--- config.mk ---
export PLATFORM = sky130hd
export DESIGN_NAME = row_delta_word_rle_decoder_core
export DESIGN_NICKNAME = d
export VERILOG_FILES = /design/src/rtl/rdwrle_pkg.sv /design/src/rtl/rdwrle_ram.sv /design/src/rtl/row_delta_word_rle_decoder_core.sv
export SDC_FILE = /design/constraint.sdc
export NUM_CORES = 1
export LEC_CHECK = 0
export ABC_AREA = 1
export BUFFER_PORTS_ARGS = -buffer_cell sky130_fd_sc_hd__buf_2
export CAP_MARGIN = 20
export CORE_MARGIN = 1
export CORE_UTILIZATION = 55
export DETAILED_ROUTE_END_ITERATION = 8
export PLACE_DENSITY = 0.73
export SKIP_CTS_REPAIR_TIMING = 1
export SLEW_MARGIN = 20
export SYNTH_ARGS = -nofsm -noshare
export SYNTH_HDL_FRONTEND = slang
export SYNTH_SLANG_ARGS = --single-unit
--- constraint.sdc ---
create_clock -name i_clk -period 6 [get_ports i_clk]
set_input_delay 1.2 -clock i_clk [delete_from_list [all_inputs] [get_ports i_clk]]
set_output_delay 1.2 -clock i_clk [all_outputs]
set_load 0.01 [all_outputs]
--- src/rtl/rdwrle_pkg.sv ---
// ----------------------------------------------------------------------------
// Row-delta word RLE decoder package
// Shared types, codes and defaults for the decoder core and its row memory.
// ----------------------------------------------------------------------------
package rdwrle_pkg;

    // Default row memory depth, in 16-bit words.
    localparam int MAX_ROW_WORDS_DEF = 64;

    // Width of one decoded row word.
    localparam int WORD_W = 16;

    // Words per row after reset.
    localparam logic [6:0] ROW_WORDS_RST = 7'd1;

    // Error codes carried with each result.
    localparam logic [1:0] ERR_NONE       = 2'd0;
    localparam logic [1:0] ERR_ZERO_COUNT = 2'd1;
    localparam logic [1:0] ERR_OVERRUN    = 2'd2;

    // Number of valid words in one result.
    localparam logic [1:0] CNT_NONE = 2'd0;
    localparam logic [1:0] CNT_ONE  = 2'd1;
    localparam logic [1:0] CNT_TWO  = 2'd2;

    // One input request: a stream byte and the start-of-image mark.
    typedef struct packed {
        logic [7:0] in_byte;
        logic       new_image;
    } t_in_req;

    // One result: up to two updated row words with their marks.
    typedef struct packed {
        logic [WORD_W-1:0] first_word;
        logic [WORD_W-1:0] second_word;
        logic [1:0]        word_count;
        logic              row_end;
        logic              run_done;
        logic [1:0]        error_code;
    } t_out_res;

    // Parser phase: which kind of byte comes next.
    typedef enum logic [1:0] {
        PH_COUNT,
        PH_HIGH,
        PH_LOW
    } t_phase;

    // Sequencer state of the core.
    typedef enum logic [1:0] {
        S_IDLE,
        S_READ,
        S_MERGE,
        S_EMIT
    } t_state;

endpackage

--- src/rtl/rdwrle_ram.sv ---
// ----------------------------------------------------------------------------
// Generic single-port-write RAM
// One write port and one read port, read data registered.
// ----------------------------------------------------------------------------
module rdwrle_ram #(
    parameter int WIDTH = rdwrle_pkg::WORD_W,
    parameter int DEPTH = rdwrle_pkg::MAX_ROW_WORDS_DEF,
    localparam int AW   = (DEPTH > 1) ? $clog2(DEPTH) : 1
) (
    input  logic             i_clk,
    input  logic             i_we,
    input  logic [AW-1:0]    i_waddr,
    input  logic [WIDTH-1:0] i_wdata,
    input  logic [AW-1:0]    i_raddr,
    output logic [WIDTH-1:0] o_rdata
);

    logic [WIDTH-1:0] r_mem [DEPTH];
    logic [WIDTH-1:0] r_rdata;

    // Write on enable; read every cycle into the output register.
    always_ff @(posedge i_clk) begin
        if (i_we) begin
            r_mem[i_waddr] <= i_wdata;
        end
        r_rdata <= r_mem[i_raddr];
    end

    assign o_rdata = r_rdata;

endmodule

--- src/rtl/row_delta_word_rle_decoder_core.sv ---
// ----------------------------------------------------------------------------
// Row-delta word RLE decoder core
// Decodes a run-length coded byte stream of 16-bit words and XORs each word
// into a stored copy of the previous row, giving out up to two words a result.
// ----------------------------------------------------------------------------
// Flow: the core takes one stream byte at a time. A count byte or the high
// byte of a word is taken while idle; a count byte that produces an error
// result also passes through the emit state. The low byte of a word runs one
// read-modify-write of the row memory per updated row word, through the read
// and merge states around the registered memory read, and each result passes
// through the emit state to reach the output register. A result waits while
// the output register is full and not being taken. Words are always written
// from the row start upward, so a fill count marks the entries written since
// reset or the last new image; entries at or above it read as zero. A byte
// that marks a new image clears the row store at once by resetting the fill
// count, so there is no clearing pass after reset.
module row_delta_word_rle_decoder_core #(
    parameter int MAX_ROW_WORDS = rdwrle_pkg::MAX_ROW_WORDS_DEF
) (
    input  logic                 i_clk,
    input  logic                 i_rst_n,
    // Configuration: words per row.
    input  logic                 i_cfg_we,
    input  logic [6:0]           i_cfg_data,
    // Input requests.
    input  logic                 i_valid,
    output logic                 o_ready,
    input  rdwrle_pkg::t_in_req  i_in,
    // Result requests.
    output logic                 o_valid,
    input  logic                 i_ready,
    output rdwrle_pkg::t_out_res o_out
);

    import rdwrle_pkg::*;

    localparam int AW = (MAX_ROW_WORDS > 1) ? $clog2(MAX_ROW_WORDS) : 1;
    localparam int CW = $clog2(MAX_ROW_WORDS + 1);
    localparam int KW = (CW > 7) ? CW : 7;

    // Architectural state.
    t_state              r_state, n_state;
    t_phase              r_phase, n_phase;
    logic                r_repeat, n_repeat;
    logic [6:0]          r_remaining, n_remaining;
    logic [7:0]          r_held, n_held;
    logic [AW-1:0]       r_pos, n_pos;
    // Number of row entries written since reset or the last new image.
    logic [KW-1:0]       r_fill, n_fill;
    logic [6:0]          r_row_words;

    // Per-byte work registers.
    logic [WORD_W-1:0]   r_word, n_word;
    logic [WORD_W-1:0]   r_first, n_first;
    logic [6:0]          r_left, n_left;
    logic                r_slot, n_slot;
    logic [AW-1:0]       r_addr, n_addr;
    t_out_res            r_res, n_res;

    // Output register.
    logic                r_out_valid, n_out_valid;
    t_out_res            r_out, n_out;

    // Row memory port.
    logic                ram_we;
    logic [WORD_W-1:0]   ram_wdata;
    logic [AW-1:0]       ram_raddr;
    logic [WORD_W-1:0]   ram_rdata;

    logic [KW-1:0]       eff_w;
    logic                in_acc;

    // A position at or past the row width restarts at the row start.
    function automatic logic [AW-1:0] wrap_pos(input logic [AW-1:0] p,
                                               input logic [KW-1:0] w);
        logic [AW-1:0] res;
        res = (KW'(p) >= w) ? '0 : p;
        return res;
    endfunction

    // Effective row width: zero acts as one, clamped to the memory depth.
    always_comb begin
        eff_w = KW'(r_row_words);
        if (r_row_words == 7'd0) begin
            eff_w = KW'(1);
        end else if (eff_w > KW'(MAX_ROW_WORDS)) begin
            eff_w = KW'(MAX_ROW_WORDS);
        end
    end

    assign o_ready   = (r_state == S_IDLE);
    assign in_acc    = i_valid && o_ready;
    assign o_valid   = r_out_valid;
    assign o_out     = r_out;
    assign ram_raddr = wrap_pos(r_pos, eff_w);

    // Row memory: one word per row position.
    rdwrle_ram #(
        .WIDTH (WORD_W),
        .DEPTH (MAX_ROW_WORDS)
    ) u_row_ram (
        .i_clk   (i_clk),
        .i_we    (ram_we),
        .i_waddr (r_addr),
        .i_wdata (ram_wdata),
        .i_raddr (ram_raddr),
        .o_rdata (ram_rdata)
    );

    // Parser and read-modify-write sequencer.
    always_comb begin
        t_phase        e_phase;
        logic [6:0]    e_rem;
        logic          e_rep;
        logic [AW-1:0] e_pos;
        logic [AW-1:0] w_pos;
        logic [6:0]    cnt;
        logic [KW-1:0] space;
        logic [6:0]    times;
        logic [WORD_W-1:0] old_word;
        logic [WORD_W-1:0] merged;
        logic [KW-1:0] nxt;
        logic          rend;
        logic          last;

        n_state     = r_state;
        n_phase     = r_phase;
        n_repeat    = r_repeat;
        n_remaining = r_remaining;
        n_held      = r_held;
        n_pos       = r_pos;
        n_fill      = r_fill;
        n_word      = r_word;
        n_first     = r_first;
        n_left      = r_left;
        n_slot      = r_slot;
        n_addr      = r_addr;
        n_res       = r_res;
        n_out       = r_out;
        n_out_valid = r_out_valid;
        ram_we      = 1'b0;

        e_phase  = r_phase;
        e_rem    = r_remaining;
        e_rep    = r_repeat;
        e_pos    = r_pos;
        w_pos    = '0;
        cnt      = i_in.in_byte[6:0];
        space    = '0;
        times    = 7'd1;
        old_word = (KW'(r_addr) < r_fill) ? ram_rdata : '0;
        merged   = old_word ^ r_word;
        nxt      = KW'(r_addr) + KW'(1);
        rend     = (nxt >= eff_w);
        last     = (r_left == 7'd1);
        ram_wdata = merged;

        // The output register drains when the downstream side takes it.
        if (r_out_valid && i_ready) begin
            n_out_valid = 1'b0;
        end

        unique case (r_state)
            S_IDLE: begin
                if (in_acc) begin
                    // A new image clears the row store and any open run.
                    if (i_in.new_image) begin
                        n_fill  = '0;
                        e_phase = PH_COUNT;
                        e_rem   = 7'd0;
                        e_rep   = 1'b0;
                        e_pos   = '0;
                        n_pos   = '0;
                        n_phase = PH_COUNT;
                        n_remaining = 7'd0;
                        n_repeat    = 1'b0;
                    end
                    unique case (e_phase)
                        PH_HIGH: begin
                            n_held  = i_in.in_byte;
                            n_phase = PH_LOW;
                        end
                        PH_LOW: begin
                            // Repeat runs use the word for the whole run.
                            times = e_rep ? e_rem : 7'd1;
                            if (times > e_rem) begin
                                times = e_rem;
                            end
                            if (times == 7'd0) begin
                                times = 7'd1;
                            end
                            n_remaining = (e_rem > times) ? (e_rem - times) : 7'd0;
                            if (e_rem > times) begin
                                n_phase = PH_HIGH;
                            end else begin
                                n_phase  = PH_COUNT;
                                n_repeat = 1'b0;
                            end
                            n_word  = {r_held, i_in.in_byte};
                            n_left  = times;
                            n_slot  = 1'b0;
                            n_state = S_READ;
                        end
                        default: begin
                            // Count byte.
                            n_res.first_word  = '0;
                            n_res.second_word = '0;
                            n_res.word_count  = CNT_NONE;
                            n_res.row_end     = 1'b0;
                            n_res.run_done    = 1'b1;
                            if (cnt == 7'd0) begin
                                n_res.error_code = ERR_ZERO_COUNT;
                                n_phase     = PH_COUNT;
                                n_repeat    = 1'b0;
                                n_remaining = 7'd0;
                                n_state     = S_EMIT;
                            end else begin
                                w_pos    = wrap_pos(e_pos, eff_w);
                                n_pos    = w_pos;
                                space    = eff_w - KW'(w_pos);
                                n_repeat = i_in.in_byte[7];
                                n_phase  = PH_HIGH;
                                if (KW'(cnt) > space) begin
                                    // The run is cut to the words left in the row.
                                    n_remaining      = space[6:0];
                                    n_res.error_code = ERR_OVERRUN;
                                    n_state          = S_EMIT;
                                end else begin
                                    n_remaining = cnt;
                                end
                            end
                        end
                    endcase
                end
            end
            S_READ: begin
                n_addr  = ram_raddr;
                n_state = S_MERGE;
            end
            S_MERGE: begin
                // XOR into the stored word and write it back.
                ram_we           = 1'b1;
                if (nxt > r_fill) begin
                    n_fill = nxt;
                end
                n_pos            = rend ? '0 : AW'(nxt);
                n_left           = r_left - 7'd1;
                if (!r_slot) begin
                    if (last) begin
                        n_res.first_word  = merged;
                        n_res.second_word = '0;
                        n_res.word_count  = CNT_ONE;
                        n_res.row_end     = rend;
                        n_res.run_done    = 1'b1;
                        n_res.error_code  = ERR_NONE;
                        n_state           = S_EMIT;
                    end else begin
                        n_first = merged;
                        n_slot  = 1'b1;
                        n_state = S_READ;
                    end
                end else begin
                    n_res.first_word  = r_first;
                    n_res.second_word = merged;
                    n_res.word_count  = CNT_TWO;
                    n_res.row_end     = rend;
                    n_res.run_done    = last;
                    n_res.error_code  = ERR_NONE;
                    n_slot            = 1'b0;
                    n_state           = S_EMIT;
                end
            end
            S_EMIT: begin
                // Move the result into the output register once it is free.
                if (!r_out_valid || i_ready) begin
                    n_out       = r_res;
                    n_out_valid = 1'b1;
                    n_state     = r_res.run_done ? S_IDLE : S_READ;
                end
            end
            default: begin
                n_state = S_IDLE;
            end
        endcase
    end

    // Control state.
    always_ff @(posedge i_clk) begin
        if (!i_rst_n) begin
            r_state     <= S_IDLE;
            r_phase     <= PH_COUNT;
            r_repeat    <= 1'b0;
            r_remaining <= 7'd0;
            r_held      <= 8'd0;
            r_pos       <= '0;
            r_fill      <= '0;
            r_slot      <= 1'b0;
            r_out_valid <= 1'b0;
            r_row_words <= ROW_WORDS_RST;
        end else begin
            r_state     <= n_state;
            r_phase     <= n_phase;
            r_repeat    <= n_repeat;
            r_remaining <= n_remaining;
            r_held      <= n_held;
            r_pos       <= n_pos;
            r_fill      <= n_fill;
            r_slot      <= n_slot;
            r_out_valid <= n_out_valid;
            if (i_cfg_we) begin
                r_row_words <= i_cfg_data;
            end
        end
    end

    // Payload registers.
    always_ff @(posedge i_clk) begin
        r_word  <= n_word;
        r_first <= n_first;
        r_left  <= n_left;
        r_addr  <= n_addr;
        r_res   <= n_res;
        r_out   <= n_out;
    end

    // The word being merged always lies inside the current row.
    a_addr_in_row: assert property (@(posedge i_clk) disable iff (!i_rst_n)
        (r_state == S_MERGE) |-> (KW'(r_addr) < eff_w))
        else $error("row memory access beyond row width");

    // A result without words is always an error result that ends its byte.
    a_empty_is_error: assert property (@(posedge i_clk) disable iff (!i_rst_n)
        (o_valid && (o_out.word_count == CNT_NONE)) |->
        (o_out.run_done && (o_out.error_code != ERR_NONE)))
        else $error("empty result without error");

    // Error results never carry words.
    a_error_no_words: assert property (@(posedge i_clk) disable iff (!i_rst_n)
        (o_valid && (o_out.error_code != ERR_NONE)) |->
        (o_out.word_count == CNT_NONE))
        else $error("error result carries words");

    // A word merge never starts with no words left in the run.
    a_left_nonzero: assert property (@(posedge i_clk) disable iff (!i_rst_n)
        (r_state == S_READ) |-> (r_left != 7'd0))
        else $error("word read with empty run");

endmodule
# After elaboration in Yosys (flattened, before gate mapping)
# Memory sizes are Yosys's and may differ from the RTL's. A register that Yosys moved wholly into a read port is not among the register bits.
# Cells that the tools add are included.
[op_classes]
add_sub_neg = 4
order_cmp = 9
n_eq_ne = 16
reduce_logical = 21
n_mux = 75
bitwise_logic = 3
[ops]
columns = ["operator", "n"]
rows = [
  ["$mux 7", 22],
  ["$mux 38", 4],
  ["$pmux 38 s2", 1],
  ["$mux 6", 9],
  ["$pmux 7 s2", 3],
  ["$gt 7x7->1", 4],
  ["$mux 2", 11],
  ["$logic_not 7->1", 3],
  ["$mux 1", 18],
  ["$mux 16", 1],
  ["$xor 16x16->16", 1],
  ["$ge 6x7->1", 2],
  ["$pmux 6 s2", 1],
  ["$reduce_and 3->1", 4],
  ["$reduce_and 4->1", 3],
  ["$ne 2x2->1 const B", 4],
  ["$pmux 2 s2", 2],
  ["$pmux 2 s4", 1],
  ["$add 6x1->7 const B", 1],
  ["$eq 7x1->1 const B", 1],
  ["$ge 7x7->1", 1],
  ["$gt 7x7->1 const B", 1],
  ["$lt 6x7->1", 1],
  ["$sub 7x1->7 const B", 1],
  ["other kinds (18)", 28],
]
[word_totals]
output_inout_bits = 40
register_bits = 163
mem_bits_rw = 1024
n_memories = 1
input_bits = 21
[memory_table]
columns = ["name", "depth", "word_bits", "rd", "rd_ports_with_merged_regs", "write_ports", "line_no", "rtl"]
rows = [
  ["u_row_ram.r_mem", 64, 16, 1, 1, 1, "rdwrle_ram.sv:18", "logic [WIDTH-1:0] r_mem [DEPTH];"],
]

# Longest topological paths before layout
[depth]
word_depth = 18
depth_mapped = 31

# Hierarchy
# A second synthesis with hierarchy kept.
[hier_totals]
cells_unflattened = 4471
area_unflattened_um2 = 50592.3
[by_module_without_submodules]
columns = ["mod", "instances", "area_each_um2", "cells_each", "seq_area_each_um2"]
rows = [
  ["rdwrle_ram", 1, 42096.6, 3518, 31069.8],
  ["row_delta_word_rle_decoder_core", 1, 8495.6, 953, 4474.3],
]

# Worst setup path before layout
# No wires, ideal clock.
[synth_path]
path_kind = "input -> register"
from = "in i_in[0] in the netlist's numbering"
to = "reg r_remaining[5]"
arrival_ns = 4.722
n_path_buf = 2
setup_time_ns = 0.115
slack_ns = 1.163
stages = 27
required_ns = 5.885
path_cell_list = "clkbuf_1 > nor2_1 > ha_1 > a21o_1 > a22oi_1 > nand3_1 > inv_1 > nand2_1 > ha_1 > a21oi_1 > nand2_1 > nand2_1 > nand2_1 > a21oi_1 > xor2_1 > ha_1 > nand2_1 > inv_1 > nand4_1 > o211ai_1 > nand2_1 > clkbuf_1 > nand2_1 > nand3_1 > nand2_1 > o21ai_0 > inv_1"
[synth_between]
elab_chain_len = 17
word_cells_on_any_way = 35
cone_classes = "2 x add/sub; 4 x order compare; 2 x eq/ne; 26 x mux; 1 x reduce/logical"
[synth_rtl]
columns = ["element", "line_no", "rtl"]
rows = [
  ["from (decl)", "row_delta_word_rle_decoder_core.sv:28", "input rdwrle_pkg::t_in_req i_in,"],
  ["$mux 7 / $mux 1 (equally long branches)", "row_delta_word_rle_decoder_core.sv:167", "if (i_in.new_image) begin"],
  ["$mux 7 / $mux 1 (equally long branches)", "row_delta_word_rle_decoder_core.sv:165", "if (in_acc) begin"],
  ["$mux 7 / $mux 1 (equally long branches)", "row_delta_word_rle_decoder_core.sv:163", "unique case (r_state)"],
  ["$mux 7", "row_delta_word_rle_decoder_core.sv:185", "times = e_rep ? e_rem : 7'd1;"],
  ["$gt 7x7->1", "row_delta_word_rle_decoder_core.sv:186", "if (times > e_rem) begin"],
  ["$mux 7", "row_delta_word_rle_decoder_core.sv:186", ""],
  ["$mux 7", "row_delta_word_rle_decoder_core.sv:178", "unique case (e_phase)"],
  ["$mux 7", "row_delta_word_rle_decoder_core.sv:165", ""],
  ["$mux 7", "row_delta_word_rle_decoder_core.sv:163", ""],
  ["$logic_not 7->1", "row_delta_word_rle_decoder_core.sv:189", "if (times == 7'd0) begin"],
  ["$mux 7", "row_delta_word_rle_decoder_core.sv:189", ""],
  ["$mux 7", "row_delta_word_rle_decoder_core.sv:178", ""],
  ["$mux 7", "row_delta_word_rle_decoder_core.sv:165", ""],
  ["$mux 7", "row_delta_word_rle_decoder_core.sv:163", ""],
  ["$sub 7x7->7 / $gt 7x7->1 (equally long branches)", "row_delta_word_rle_decoder_core.sv:192", "n_remaining = (e_rem > times) ? (e_rem - times) : 7'd0;"],
  ["$mux 7", "row_delta_word_rle_decoder_core.sv:192", ""],
  ["$pmux 7 s2 (*)", "row_delta_word_rle_decoder_core.sv:178", ""],
  ["to (signal assigned)", "row_delta_word_rle_decoder_core.sv:304", "r_remaining <= n_remaining;"],
  ["to (decl)", "row_delta_word_rle_decoder_core.sv:45", "logic [6:0] r_remaining, n_remaining;"],
]
# Every way passes the cells marked *; elsewhere a longest branch is shown, timed or not. The select of a mux whose other input is x is not followed.
# A chain may end at the register's enable or synchronous reset.

# Worst setup path in the final report
[layout_path]
from = "reg r_row_words[6]"
to = "reg r_remaining[5]"
[layout_between]
elab_chain_len = 10
word_cells_on_any_way = 11
cone_classes = "1 x add/sub; 3 x order compare; 6 x mux; 1 x reduce/logical"
[layout_rtl]
columns = ["element", "line_no", "rtl"]
rows = [
  ["from (decl)", "row_delta_word_rle_decoder_core.sv:50", "logic [6:0] r_row_words;"],
  ["from (signal assigned)", "row_delta_word_rle_decoder_core.sv:311", "r_row_words <= i_cfg_data;"],
  ["$gt 7x7->1", "row_delta_word_rle_decoder_core.sv:86", "end else if (eff_w > KW'(MAX_ROW_WORDS)) begin"],
  ["$mux 7", "row_delta_word_rle_decoder_core.sv:86", ""],
  ["$mux 7 (*)", "row_delta_word_rle_decoder_core.sv:84", "if (r_row_words == 7'd0) begin"],
  ["$ge 6x7->1", "row_delta_word_rle_decoder_core.sv:77", "res = (KW'(p) >= w) ? '0 : p;"],
  ["$mux 6", "row_delta_word_rle_decoder_core.sv:77", ""],
  ["$sub 7x6->7 (*)", "row_delta_word_rle_decoder_core.sv:220", "space = eff_w - KW'(w_pos);"],
  ["$gt 7x7->1", "row_delta_word_rle_decoder_core.sv:223", "if (KW'(cnt) > space) begin"],
  ["$mux 7 (*)", "row_delta_word_rle_decoder_core.sv:223", ""],
  ["$mux 7 (*)", "row_delta_word_rle_decoder_core.sv:211", "if (cnt == 7'd0) begin"],
  ["$pmux 7 s2 (*)", "row_delta_word_rle_decoder_core.sv:178", ""],
]
# Every way passes the cells marked *; elsewhere a longest branch is shown, timed or not.

==> results.sh <==
export IMPL_clk_pin_slew_ns=0.07
export IMPL_cts_buffers=120
export IMPL_synth_area_leaders="edfxtp_1 66%, nand2_1 7.2%, nand3_1 6.8%"
export IMPL_synth_cell_types=36
export IMPL_syn_to_final_growth_pct=10.66
export IMPL_critPathKind="reg2reg"
export IMPL_initial_core_util_pct=55.83
export IMPL_max_slew_margin_pct=24.98
export IMPL_grt_start_max_net_pins=184
export IMPL_timing_final_crit_share_pct=80.92
export IMPL_hp_start="r_res[21]"
export IMPL_vias=36590
export IMPL_r2r_slack_ns=1.14
export IMPL_max_cap_viol_count=0
export IMPL_synthesis_nets=4983
export IMPL_dp_cells=6038
export IMPL_grt_pass1_vias=34660
export IMPL_start_kind="flip-flop"
export IMPL_die_area_um2=96550
export IMPL_core_um2=93890
export IMPL_rr_worst_depth=27
export IMPL_chipWidth_um=310.7
export IMPL_cts_buffer_depth=3
export IMPL_drc=1
export IMPL_gp_congestion=0.9078
export IMPL_synth_area_um2=52420
export IMPL_clk_insertion_delay_late_ns=0.72
export IMPL_whs_path_depth=0
export IMPL_rows=112
export IMPL_yosysTopAreaCell="edfxtp_1"
export IMPL_fmax_mhz=206.0
export IMPL_cts_max_level=3
export IMPL_cellPowerDensity_nw_per_um2=531.9
export IMPL_yosys_register_bits=1203
export IMPL_firstDrtPassIters=8
export IMPL_grt_total_usage_pct=28.44
export IMPL_critPathArrivalTime_ns=5.44
export IMPL_finalWirelength_mm=139.4
export IMPL_synth_warnings=0
export IMPL_leakagePower_nw=23.19
export IMPL_fin_skew_ns=0.03862
export IMPL_ys_seq_area_share_pct=67.81
export IMPL_ant_nets=0
export IMPL_grt_pass1_wl_mm=209.3
export IMPL_worstMarginPinSlew_ns=1.121
export IMPL_endpoint="r_remaining[5]"
export IMPL_power_w=0.03085
export IMPL_rsz0062_at_grt="no"
export IMPL_finalNetCount=4987
export IMPL_crit_path_end_kind="flip-flop"
export IMPL_io_buffers=60
export IMPL_path_max_fanout=11
export IMPL_drive_above_1_share_pct=9.087
export IMPL_post_route_min_period_ns=4.855
export IMPL_diodes=0
export IMPL_postLayoutCoreUtil_pct=61.78
export IMPL_antenna_found_initial=6
export IMPL_final_common_cell="edfxtp_1"
export IMPL_setup_viol=0
export IMPL_status="finished with violations"
export IMPL_netlist_area_leader_share_pct=65.59
export IMPL_cts_num_sinks=1203
export IMPL_cts_root_buf="clkbuf_16"
export IMPL_cts_tree="done"
export IMPL_layout_common_cells="1,145 x edfxtp_1, 1,002 x nand2_1, 710 x nand3_1, 516 x nor2_1, 512 x inv_1"
export IMPL_ir_worst_vdd_mv=0.7226
export IMPL_critPathRequiredTime_ns=6.58
export IMPL_io_pins=61
export IMPL_slew_viol_final=0
export IMPL_via_per_inst=5.844
export IMPL_grt_overflow_total=0
export IMPL_drt_iter0_markers=5371
export IMPL_instances_no_fill=6261
export IMPL_setup_tns_ns=0
export IMPL_hpwl_mm=77.24
export IMPL_synth_avg_cell_area_um2=10.69
export IMPL_worstReg2RegStart="r_row_words[6]"
export IMPL_crit_path_start="r_row_words[6]"
export IMPL_wl_per_cell_um=22.27
export IMPL_failed_checks="design-rule violations"
export IMPL_worst_hold_slack_ns=0.4175
export IMPL_hold_class="reg2reg"
export IMPL_num_fill_cells=7170
export IMPL_die_height_um=310.7
export IMPL_finalHoldViolCount=0
export IMPL_netlist_instances=4903
export IMPL_r2r_end="r_remaining[5]"
where the power goes:
part | total [W] | internal, W | leakage [nW] | switching, W
Clock | 0.00746 | 0.00427 | 1.93 | 0.00319
Sequential | 0.0115 | 0.0112 | 10.8 | 0.000227
Combinational | 0.0119 | 0.00266 | 10.4 | 0.00928
layer usage:
metal | wire (um) | global-route usage (%) | share of wire, % | up-vias
met3 | 15830 | 5.858 | 11 | 275
li1 | - | - | - | 16750
met4 | 5148 | 11.35 | 3.7 | 4
met1 | 55080 | 40.04 | 40 | 17520
met2 | 63330 | 43.52 | 45 | 2036
met5 | 23 | 0 | 0.016 | -
cell type report:
type                       count  area [um2]  area share, %
sequential                  1203       35550          61.28
multi-input combinational   2880       13660          23.56
clock buffer                 138        3113          5.366
inverter                     539        2036          3.509
tap                         1254        1569          2.705
timing repair buffer         163        1281          2.209
clock inverter                84       797.0          1.374
logic make-up after synthesis:
group                    Yosys count  share of synthesized area, %
adder cells (fa/ha/maj)           59                         1.437
AO/OA/AOI/OAI                    246                         2.542
XOR/XNOR                          31                        0.5180
buffers and inverters            820                         6.366
flip-flops                      1203                         67.81
AND/OR/NAND/NOR                 2544                         21.33
synth_stat cells, drive strengths merged:
library cell / count
a21o: 1
a21oi: 67
a221oi: 2
a22oi: 1
a31oi: 2
buf: 173
clkbuf: 108
clkinv: 4
dfxtp: 58
edfxtp: 1145
fa: 2
ha: 57
inv: 535
nand2: 1005
nand3: 713
nand4: 223
nor2: 541
nor3: 9
nor4: 2
o2111ai: 1
o211ai: 23
o21ai: 148
o31ai: 1
or2: 51
xnor2: 4
xor2: 27
worst min path at each step:
stage / to / slack, ns
6_report: o_out[21] / 0.42
5_1_grt: o_out[4] / 0.42
4_1_cts: o_out[13] / 0.42
3_5_place_dp: o_out[13] / 0.40
3_3_place_gp: o_out[17] / 0.40
2_1_floorplan: o_out[0] / 0.40
worst max-delay path, stage by stage (launching register included):
cell,delay [ns]
dfxtp_1,0.53
clkinv_1,0.33
nand2_1,0.24
ha_1,0.29
a21o_1,0.17
a22oi_1,0.16
nand3_1,0.16
inv_1,0.16
nand2_1,0.08
ha_1,0.37
a21oi_1,0.16
nand2_1,0.09
nand2_1,0.07
nand2_1,0.06
a21oi_1,0.15
xor2_1,0.11
ha_1,0.31
nand2_1,0.07
inv_1,0.06
nand4_1,0.10
o211ai_1,0.14
nand2_1,0.31
inv_1,0.22
nand2_1,0.08
nand3_1,0.07
nand2_1,0.06
o21ai_0,0.16
inv_1,0.05
per-stage QoR:
step | area, um2 | worst slack, ns
finish | 58010 | 1.145
global placement | 54080 | 0.6534
floorplan | 52420 | 1.163
global route | 58010 | 0.6130
detailed placement | 54080 | 0.6107
CTS | 57990 | 1.139
flip-flops by register name, summed over array words and instances (netlist names), 2 cells and up:
register,count
o_out,38
r_addr,6
r_fill,7
r_first,16
r_held,8
r_left,7
r_phase,2
r_pos,6
r_remaining,7
r_res,38
r_row_words,7
r_state,2
r_word,16
u_row_ram.o_rdata,16
u_row_ram.r_mem,1024
Power figures use the tool's default switching activity.
